**src/hw/rtl/b2ss_pkg.sv**
```systemverilog
// b2ss_pkg: shared types, constants and helper functions for the
// binary to seven-segment scan block. No dependencies.
package b2ss_pkg;

	localparam int COUNT_W  = 16;
	localparam int POS_W    = 3;
	localparam int SEG_W    = 7;
	localparam int DIGIT_W  = 4;
	localparam int DIGIT_N  = 5;
	localparam int IN_TDATA_W  = 16;
	localparam int OUT_TDATA_W = 16;

	localparam logic [POS_W-1:0] LAST_POS = POS_W'(DIGIT_N - 1);

	localparam logic [COUNT_W-1:0] UNIT_TEN_THOUSANDS = 16'd10000;
	localparam logic [COUNT_W-1:0] UNIT_THOUSANDS     = 16'd1000;
	localparam logic [COUNT_W-1:0] UNIT_HUNDREDS      = 16'd100;
	localparam logic [COUNT_W-1:0] UNIT_TENS          = 16'd10;

	// active-low patterns, bit0 segment a through bit6 segment g
	localparam logic [SEG_W-1:0] SEG_TABLE [10] = '{
		7'h40, 7'h79, 7'h24, 7'h30, 7'h19,
		7'h12, 7'h02, 7'h78, 7'h00, 7'h10
	};

	typedef logic [DIGIT_W-1:0] digit_t;

	typedef struct packed {
		digit_t               digit;
		logic [COUNT_W-1:0]   rem;
	} split_t;

	// one decimal digit: nine parallel compares against multiples of unit
	function automatic split_t dec_split(input logic [COUNT_W-1:0] v,
		input logic [COUNT_W-1:0] unit);
		split_t      res;
		logic [19:0] step;
		res.digit = '0;
		res.rem   = v;
		step      = '0;
		for (int k = 1; k < 10; k++) begin
			step = 20'(k) * 20'(unit);
			if (20'(v) >= step) begin
				res.digit = DIGIT_W'(k);
				res.rem   = v - step[COUNT_W-1:0];
			end
		end
		return res;
	endfunction

	// segment lookup, codes above nine show the nine pattern
	function automatic logic [SEG_W-1:0] seg_of(input digit_t d);
		logic [SEG_W-1:0] s;
		if (d > 4'd9) begin
			s = SEG_TABLE[9];
		end else begin
			s = SEG_TABLE[d];
		end
		return s;
	endfunction

endpackage

```
**src/hw/rtl/binary_to_seven_segment_scan_top.sv**
```systemverilog
// binary_to_seven_segment_scan_top: count to five-digit seven-segment scan.
// Depends on b2ss_pkg.
//
// Usage: one 16-bit count enters on the s_ channel (s_tdata[15:0]). For each
// count the m_ channel gives five items in the order units, tens, hundreds,
// thousands, ten-thousands; each names the digit position (m_tdata[2:0]) and
// its active-low segment pattern (m_tdata[9:3]). m_tlast marks the
// ten-thousands item. Leading zeros are shown, not blanked.
// Flow: a count passes stages 1, 2 and 3, then the scan register, before its
// units item shows. The five output items leave the scan register one per
// cycle while m_tready is high. Three conversion stages in front (ten-thousands,
// thousands, hundreds, with tens and units split on the way into the scan
// register) each take one count per cycle when not stalled, so the next count
// is ready to load on the edge that takes the previous count's last item.
// Reset: arst_n clears all valid bits and the scan position; nothing else.
// Stall: when m_tready is low the current item holds; the conversion stages
// keep filling until full, then s_tready drops. Nothing is lost or repeated.
module binary_to_seven_segment_scan_top
	import b2ss_pkg::*;
(
	input  logic                   clk,
	input  logic                   arst_n,
	input  logic                   s_tvalid,
	output logic                   s_tready,
	input  logic [IN_TDATA_W-1:0]  s_tdata,   // [15:0] count_value
	output logic                   m_tvalid,
	input  logic                   m_tready,
	output logic [OUT_TDATA_W-1:0] m_tdata,   // [2:0] digit_position, [9:3] segments, zeros
	output logic                   m_tlast    // last_digit
);

	// stage 1: ten-thousands digit
	logic         valid_s1;
	digit_t       d4_s1;
	logic [13:0]  rem_s1;
	// stage 2: thousands digit
	logic         valid_s2;
	digit_t       d4_s2, d3_s2;
	logic [9:0]   rem_s2;
	// stage 3: hundreds digit
	logic         valid_s3;
	digit_t       d4_s3, d3_s3, d2_s3;
	logic [6:0]   rem_s3;
	// stage 4: scan register
	logic         valid_s4;
	digit_t       dig_s4 [DIGIT_N];
	logic [POS_W-1:0] pos_s4;

	logic   rdy_s1, rdy_s2, rdy_s3, load_s4, is_last;
	split_t sp4, sp3, sp2, sp1;

	assign is_last  = (pos_s4 == LAST_POS);
	assign load_s4  = !valid_s4 || (m_tready && is_last);
	assign rdy_s3   = !valid_s3 || load_s4;
	assign rdy_s2   = !valid_s2 || rdy_s3;
	assign rdy_s1   = !valid_s1 || rdy_s2;
	assign s_tready = rdy_s1;

	// digit splits, one per stage
	always_comb begin
		sp4 = dec_split(s_tdata[COUNT_W-1:0], UNIT_TEN_THOUSANDS);
		sp3 = dec_split(COUNT_W'(rem_s1), UNIT_THOUSANDS);
		sp2 = dec_split(COUNT_W'(rem_s2), UNIT_HUNDREDS);
		sp1 = dec_split(COUNT_W'(rem_s3), UNIT_TENS);
	end

	// valid bits
	always_ff @(posedge clk or negedge arst_n) begin
		if (!arst_n) begin
			valid_s1 <= 1'b0;
			valid_s2 <= 1'b0;
			valid_s3 <= 1'b0;
			valid_s4 <= 1'b0;
		end else begin
			if (rdy_s1) valid_s1 <= s_tvalid;
			if (rdy_s2) valid_s2 <= valid_s1;
			if (rdy_s3) valid_s3 <= valid_s2;
			if (load_s4) valid_s4 <= valid_s3;
		end
	end

	// conversion payload
	always_ff @(posedge clk) begin
		if (rdy_s1) begin
			d4_s1  <= sp4.digit;
			rem_s1 <= sp4.rem[13:0];
		end
		if (rdy_s2) begin
			d4_s2  <= d4_s1;
			d3_s2  <= sp3.digit;
			rem_s2 <= sp3.rem[9:0];
		end
		if (rdy_s3) begin
			d4_s3  <= d4_s2;
			d3_s3  <= d3_s2;
			d2_s3  <= sp2.digit;
			rem_s3 <= sp2.rem[6:0];
		end
		if (load_s4) begin
			dig_s4[0] <= sp1.rem[DIGIT_W-1:0];
			dig_s4[1] <= sp1.digit;
			dig_s4[2] <= d2_s3;
			dig_s4[3] <= d3_s3;
			dig_s4[4] <= d4_s3;
		end
	end

	// scan position, steps on each delivered item
	always_ff @(posedge clk or negedge arst_n) begin
		if (!arst_n) begin
			pos_s4 <= '0;
		end else if (valid_s4 && m_tready) begin
			if (is_last) begin
				pos_s4 <= '0;
			end else begin
				pos_s4 <= pos_s4 + POS_W'(1);
			end
		end
	end

	// output item
	always_comb begin
		m_tvalid = valid_s4;
		m_tlast  = is_last;
		m_tdata  = {(OUT_TDATA_W - POS_W - SEG_W)'(0), seg_of(dig_s4[pos_s4]), pos_s4};
	end

endmodule

```
**config.mk**
```make
export PLATFORM = sky130hd
export DESIGN_NAME = binary_to_seven_segment_scan_top
export DESIGN_NICKNAME = d
export VERILOG_FILES = /design/src/hw/rtl/b2ss_pkg.sv /design/src/hw/rtl/binary_to_seven_segment_scan_top.sv
export SDC_FILE = /design/constraint.sdc
export NUM_CORES = 1
export LEC_CHECK = 0
export CORE_AREA = 2 2 127 178
export DETAILED_ROUTE_END_ITERATION = 10
export DIE_AREA = 0 0 129 180
export DONT_BUFFER_PORTS = 1
export GPL_TIMING_DRIVEN = 0
export HOLD_SLACK_MARGIN = 0.15
export PLACE_DENSITY = 0.51
export RECOVER_POWER = 25
export REMOVE_ABC_BUFFERS = 1
export SYNTH_ARGS = -nofsm -noshare
export SYNTH_HDL_FRONTEND = slang
export SYNTH_SLANG_ARGS = --single-unit
```
**constraint.sdc**
```tcl
create_clock -name clk -period 3.4 [get_ports clk]
set_input_delay 0.34 -clock clk [delete_from_list [all_inputs] [get_ports clk]]
set_output_delay 0.34 -clock clk [all_outputs]
set_load 0.02 [all_outputs]
```
==> results by group, run 1 <==
Outcome
  – Status: finished, final reports clean

Worst setup path
  – Worst Setup SP: rem_s2[4]
  – Max FO, Critical Path: 13
  – Crit end category: flip-flop
  – Worst r2r dst: rem_s3[5]
  – Crit path DAT: 3.32 ns
  – Worst reg2reg startpoint: rem_s2[4]
  – Reg2Reg Setup Slack: 0.21 ns
  – Setup crit start kind: flip-flop
  – Setup CP Type: reg2reg
  – CP required: 3.53 ns
  – Reg2Reg Depth: 8
  – Crit path capture: rem_s3[5]

Clocking
  – Worst-skew pair later-pin latency: 0.34 ns
  – Clock Root Buffer: clkbuf_16
  – CTS tree: done
  – CTS clk-pin slew, worst paths: 0.06 ns
  – Clock Sink Count: between 70 and 80
  – CTS buffer count: 9
  – Max clock buf depth: 2
  – H-tree levels: 3

STA
  – Final Max Tran Viols: 0
  – Final setup viols: 0
  – WHS: roughly 0.23 ns
  – PnR worst setup slack: around 0.21 ns
  – Final Skew: 0.0110 ns
  – Slew HR: around 43%
  – Min cycle time layout: between 3 and 4 ns
  – Final TNS setup: 0 ns
  – Peak Freq: 314 MHz
  – Final hold vios: 0
  – Period Utilization, post-route: a little over nine tenths
  – Worst-Margin Slew: 0.860 ns
  – RSZ-0062 raised after global routing: false

GRT
  – GR met1 Demand/Resource: 21.9%
  – Number of global-route vias before repair: 6341
  – Met3 usage: 3.04%
  – GRT met2 Usage: 32.5%
  – Tot GR Track Use: 18.4%
  – Overall overflow remaining after global route: 0
  – Initial antenna violation count: 0
  – Largest net degree at the start of global routing: 21
  – Global-route wire length before repair: 34.2 mm
  – Top Usage Layer GRT: met2

Placement
  – DP Worst Slack: -0.431 ns
  – Input/output buffers: 0
  – GPL Wtd Cong: 0.935
  – Detailed Place HPWL: 15.4 mm
  – DP Area: roughly 0.0075 mm²

Synthesis
  – Seq/Total Area, Yosys: 31.0%
  – Gate Count Post-Synth: around 830
  – Cell area after synthesis: 0.00743 mm²
  – Flop and latch count out of synthesis: 78
  – Synth warnings: 0
  – Main flop type after synthesis: edfxtp_1
  – Syn Area/Cell: approximately 8.9 µm²
  – Number of synthesized flops with an enable pin: slightly above 70
  – Post-synth ARST share: 8.97%
  – Distinct cell type count after synthesis: 93

Die
  – I/O pin cnt: 39
  – Row count: 64
  – Initial core utilization: 34.3%
  – Die height: between 150 and 200 µm
  – Core Area: 0.0217 mm²
  – Chip width: about 130 µm
  – DIE AREA: 0.0232 mm²

Pwr
  – Switching share of power: 40.2%
  – Sequential power share: 36.9%
  – Net Sw Power: about 1500 µW
  – P per Cell Area: around 470 mW/mm²
  – Internal power: 2280 µW
  – Maximum vdd ir drop: 0.337 mV
  – Clock network power share: 23.8%
  – Logic pwr share: 39.2%
  – Leak Pwr: 0.00291 µW

Final layout
  – Antenna cells: 0
  – Synth-to-Final Area Change: 8.92%
  – Fin area: between 0.008 and 0.009 mm²
  – Nets: 897
  – Layout cells sized above 1: 10.1%

Flow run
  – Maxcap violations: 0

Route
  – Post-DR wirelength/cell: 19.1 µm
  – First-pass detailed-route iteration total: 5
  – Final wirelength: 21.3 mm
  – Routed vias/inst: 5.91
  – Initial drt markers: 391
  – DR vias: around 6600
  – Remaining DRCs: 0
  – Antenna viol nets, final: 0

Worst hold path
  – Hold WC Path Type: in2reg
## power by group through the flow
stage	logic (µW)	registers [µW]	clock network, µW
after floorplan	1100	1350	0
after global placement	1390	1440	0
after detailed placement	1390	1440	0
after CTS	1440	1420	938
after global routing	1660	1420	978
final	1500	1410	908
## metrics by stage
stage	instances	total power, µW	utilization (%)
after CTS	1106	3790	36.8
after global routing	1116	4060	37.3
after global placement	1077	2830	34.8
after detailed placement	1077	2830	34.8
final	1116	3810	37.3
after floorplan	780	2450	-
## placed cells by master, fill, tap and decap left out, drive strengths merged, types with 23 or more instances in the layout
cell type and count:
edfxtp 71, ha 63, nor2 62, nand2 60
a21oi 50, o21ai 47, inv 46, nand3 28
a31oi 28, xnor2 23
## layer usage
metal / up-vias / part of all wire [%] / wire (µm)
li1: 3161 / - / -
met1: 3192 / 41 / 8650
met2: 190 / 53 / 11300
met3: 51 / 3.7 / 781
met4: 0 / 3.0 / 631
met5: - / 0 / 0
## area by class of cell
cell class	instances	area, µm²
clock buffers	9	225
clock inverters	7	61.3
fillers	2235	13600
inverters	43	161
multi-input cells	661	4770
flip-flops and latches	78	2310
well taps	297	372
repair buffers	21	200
## synth_stat cells (8+ instances only)
| cell type | n | area, µm² |
|---|---|---|
| o21a_1 | 9 | 67.6 |
| nand2_1 | 59 | 221 |
| nor3_1 | 11 | 55.1 |
| a211o_1 | 9 | 78.8 |
| nor2b_1 | 8 | 50.1 |
| clkbuf_1 | 26 | 97.6 |
| a31o_2 | 9 | 78.8 |
| mux2i_1 | 8 | 80.1 |
| o211ai_1 | 11 | 82.6 |
| nand2b_1 | 11 | 68.8 |
| inv_1 | 41 | 154 |
| and2_1 | 11 | 68.8 |
| a211oi_1 | 20 | 150 |
| nor2_1 | 61 | 229 |
| o21ai_0 | 47 | 235 |
| edfxtp_1 | 71 | 2130 |
| a31oi_1 | 25 | 156 |
| and3_1 | 12 | 75.1 |
| a21oi_1 | 49 | 245 |
| o31ai_1 | 10 | 75.1 |
| a21o_1 | 9 | 67.6 |
| nand4_1 | 12 | 75.1 |
| nand3_1 | 28 | 140 |
| xnor2_1 | 23 | 201 |
| ha_1 | 63 | 788 |
| buf_2 | 21 | 105 |
## worst min path at each step
stage,cells past startpoint,end,from
6_report,1,rem_s1[11],s_tdata[11]
5_1_grt,1,rem_s1[11],s_tdata[11]
4_1_cts,1,rem_s1[11],s_tdata[11]
3_5_place_dp,0,pos_s4[1],arst_n
3_3_place_gp,0,pos_s4[2],arst_n
2_1_floorplan,0,m_tvalid,arst_n
## sequential cells by signal (all words and copies together) (netlist names)
signal,count
m_tvalid,1
valid_s1,1
d4_s1,3
rem_s2,10
d4_s2,3
rem_s1,14
valid_s3,1
valid_s2,1
d3_s3,4
pos_s4,3
dig_s4,19
d4_s3,3
d3_s2,4
rem_s3,7
d2_s3,4
## worst max-delay path: stages, from the launching register on
cell       delay (ns)
edfxtp_1         0.60
ha_1             0.40
a21oi_1          0.42
o221ai_4         0.27
a2111oi_0        0.56
o2111ai_1        0.18
o211ai_1         0.18
a211oi_1         0.10
a221oi_1         0.28
## what timing repair did
action / CTS / global route
pin swaps: 2 / 0
cloned: 2 / 0
setup buffers: 4 / 10
endpoints found under the setup margin: 30 / 10
endpoints found under the hold margin: 13 / 0
resized for setup: 6 / 7
hold buffers: 7 / 0
## cells by family after synthesis
logic type / share of synthesized area [%]
fa+ha+maj: 10.6
compound gates: 28.9
simple gates: 17.4
flops: 31.0
buf+inv: 5.91
mux: 3.05
other cells: 0.0504
xor+xnor: 3.06
Power figures use the tool's default switching activity.
==> run 2: changes to the inputs <==
==> constraint.sdc (replaced) <==
create_clock -name clk -period 4.1 [get_ports clk]
set_input_delay 0.41 -clock clk [delete_from_list [all_inputs] [get_ports clk]]
set_output_delay 0.41 -clock clk [all_outputs]
set_load 0.01 [all_outputs]
==> run 2 against run 1 <==
Flip-flop and latch count stayed put. Maximum frequency is 12% lower. Via count is 1.9% lower. Power is 20% lower. Die area stayed put. Cell area is 3.0% lower. Clock-buffer cell count stayed put. Largest cell class unchanged. Hold slack worse by 0.057 ns. Critical path type unchanged. First-iteration DRC count is 15% higher. Critical path depth is 1 higher. Register-to-register slack better by 0.28 ns. Final cell count is 2.0% lower.
==> results by group, run 2 (synthesized netlist as in run 1, its figures left out) <==
GRT
  – Top Usage Layer GRT: met2
  – Met3 usage: 3.15% (+0.12 points)
  – Global-route wire length before repair: 33.3 mm (-2.6%)
  – Number of global-route vias before repair: 6228 (-1.8%)
  – Overall overflow remaining after global route: 0 (unchanged)
  – Largest net degree at the start of global routing: 21 (unchanged)
  – GRT met2 Usage: 31.6% (-0.97 points)
  – GR met1 Demand/Resource: 21.1% (-0.82 points)
  – Tot GR Track Use: 17.8% (-0.53 points)
  – Initial antenna violation count: 0 (unchanged)

Placement
  – DP Worst Slack: 0.269 ns (+0.700 ns)
  – Input/output buffers: 0 (unchanged)
  – GPL Wtd Cong: 0.935 (unchanged)
  – Detailed Place HPWL: 15.4 mm (unchanged)
  – DP Area: 0.00755 mm² (unchanged)

Route
  – Remaining DRCs: 0 (unchanged)
  – DR vias: 6472 (-1.9%)
  – Routed vias/inst: 5.92 (+0.12%)
  – Final wirelength: 20.6 mm (-3.3%)
  – Antenna viol nets, final: 0 (unchanged)
  – Post-DR wirelength/cell: 18.8 µm (-1.4%)
  – First-pass detailed-route iteration total: 5 (unchanged)
  – Initial drt markers: 450 (+15%)

Worst setup path
  – CP Cell Sequence: clkinv_1 > ha_1 > nand3_1 > nor4_1 > a211oi_4 > a21oi_1 > o22ai_1 > a31oi_1 > a221oi_1
  – Max FO, Critical Path: 19 (+6)
  – Crit-path slowest cell: edfxtp_1
  – Crit path DAT: 3.74 ns (+0.42 ns)
  – Setup CP Type: reg2reg
  – CP required: 4.23 ns (+0.70 ns)
  – Crit end category: flip-flop
  – Reg2Reg Setup Slack: 0.49 ns (+0.28 ns)
  – Setup crit start kind: flip-flop
  – Largest stage delay, worst path: 0.80 ns (+0.20 ns)
  – Worst r2r dst: rem_s2[8]
  – Worst reg2reg startpoint: rem_s1[7]
  – Reg2Reg Depth: 9 (+1)

STA
  – Final hold vios: 0 (unchanged)
  – Final Max Tran Viols: 0 (unchanged)
  – RSZ-0062 raised after global routing: false
  – Min cycle time layout: 3.61 ns (+0.421 ns)
  – Peak Freq: 277 MHz (-12%)
  – Worst-Margin Slew: 1.18 ns (+0.323 ns)
  – PnR worst setup slack: 0.492 ns (+0.279 ns)
  – Slew HR: 20.9% (-22 points)
  – Final Skew: 0.0109 ns (-0.0000552 ns)
  – Final TNS setup: 0 ns (unchanged)
  – Final setup viols: 0 (unchanged)
  – Period Utilization, post-route: 88.0% (-5.7 points)

Die
  – Core Area: 0.0217 mm² (unchanged)
  – Chip width: 129 µm (unchanged)
  – Row count: 64 (unchanged)
  – Die height: 180 µm (unchanged)
  – DIE AREA: 0.0232 mm² (unchanged)
  – I/O pin cnt: 39 (unchanged)
  – Initial core utilization: 34.3% (unchanged)

Final layout
  – Multi-input gate area: 0.00471 mm² (-1.2%)
  – Final Util: 36.2% (-1.1 points)
  – Commonest non-fill, non-tap cell in the layout: edfxtp_1
  – Max reg flops: 19 (unchanged)
  – Fin area: 0.00785 mm² (-3.0%)
  – Layout cells sized above 1: 7.65% (-2.5 points)
  – Fill cell count: 2245 (+0.45%)
  – Reg area: 0.00231 mm² (about the same)
  – Nets: 875 (-2.5%)
  – Most flops, register: dig_s4
  – Antenna cells: 0 (unchanged)
  – Synth-to-Final Area Change: 5.60%
  – Most frequent cells in the layout: edfxtp_1, ha_1, nor2_1
  – Largest regs: dig_s4 (19), rem_s1 (14), rem_s2 (10)

Clocking
  – CTS tree: done
  – Clock Root Buffer: clkbuf_16
  – Worst-skew pair later-pin latency: 0.34 ns (about the same)
  – H-tree levels: 3 (unchanged)
  – Post-CTS Setup Inserts: 0 (-4)
  – Max clock buf depth: 2 (unchanged)
  – CTS buffer count: 9 (unchanged)
  – Clock Sink Count: 78 (unchanged)
  – CTS clk-pin slew, worst paths: 0.06 ns (about the same)

Worst hold path
  – Hold path start: s_tdata[3]
  – Hold Path Sink: rem_s1[3]
  – Hold WC Path Type: in2reg
  – Hold path depth: 0 (-1)

Pwr
  – Maximum vdd ir drop: 0.277 mV (-18%)
  – Leak Pwr: 0.00279 µW (-4.1%)
  – P per Cell Area: 387 mW/mm² (-18%)

Outcome
  – Status: finished, final reports clean

Flow run
  – Maxcap violations: 0 (unchanged)
## run 2: changes by cell type in the layout (fill, tap and decap cells not counted), moves of 2 or more
cell	previous run	this run
buf_12	2	0
buf_4	12	0
nand4_1	14	12
dlygate4sd3_1	7	1
a21boi_0	3	5
## run 2: worst max path at each step
stage / startpoint / end / slack, ns / depth (start not counted)
6_report: rem_s1[7] / rem_s2[8] / 0.49 / 9
5_1_grt: pos_s4[0] / s_tready / 0.27 / 5
4_1_cts: rem_s1[7] / rem_s2[8] / 0.24 / 9
3_5_place_dp: rem_s1[7] / rem_s2[8] / 0.27 / 9
3_3_place_gp: rem_s1[7] / rem_s2[8] / 0.20 / 9
2_1_floorplan: rem_s1[7] / rem_s2[8] / 1.34 / 9
## run 2: final cells by class
cell class,instances,share of cell area [%]
inverters,43,2.06
flip-flops and latches,78,29.4
well taps,297,4.73
clock buffers,9,2.87
clock inverters,7,0.781
multi-input cells,659,60.0
repair buffers,1,0.127
## run 2: report_power, final
| part | leakage, µW | switching (µW) | internal (µW) |
|---|---|---|---|
| combinational | 0.00194 | 686 | 431 |
| sequential | 0.000716 | 171 | 997 |
| clock | 0.000135 | 332 | 421 |
## run 2: routing by layer
metal | wire length [µm] | vias to the layer above
met2 | 10700 | 210
met5 | 0 | -
met3 | 865 | 55
li1 | - | 3108
met4 | 709 | 0
met1 | 8370 | 3099
## run 2: worst max-delay path, delay by kind of cell, from the launching register on
kind            cells  cell delay (ns)
simple gates        2             0.23
flops               1             0.80
fa+ha+maj           1             0.39
compound gates      5             1.47
buf+inv             1             0.50
## run 2: timing repair
action	CTS	global route
setup endpoints to repair	0	1
hold buffers	1	0
hold endpoints to repair	7	0
resized for setup	0	1
## run 2: per-stage QoR
stage	std cells	hold WS, ns	total power [µW]
global route	1094	0.151	3250
floorplan	780	0.114	1980
CTS	1094	0.154	3060
detailed placement	1077	0.115	2290
finish	1094	0.172	3040
global placement	1077	0.115	2300
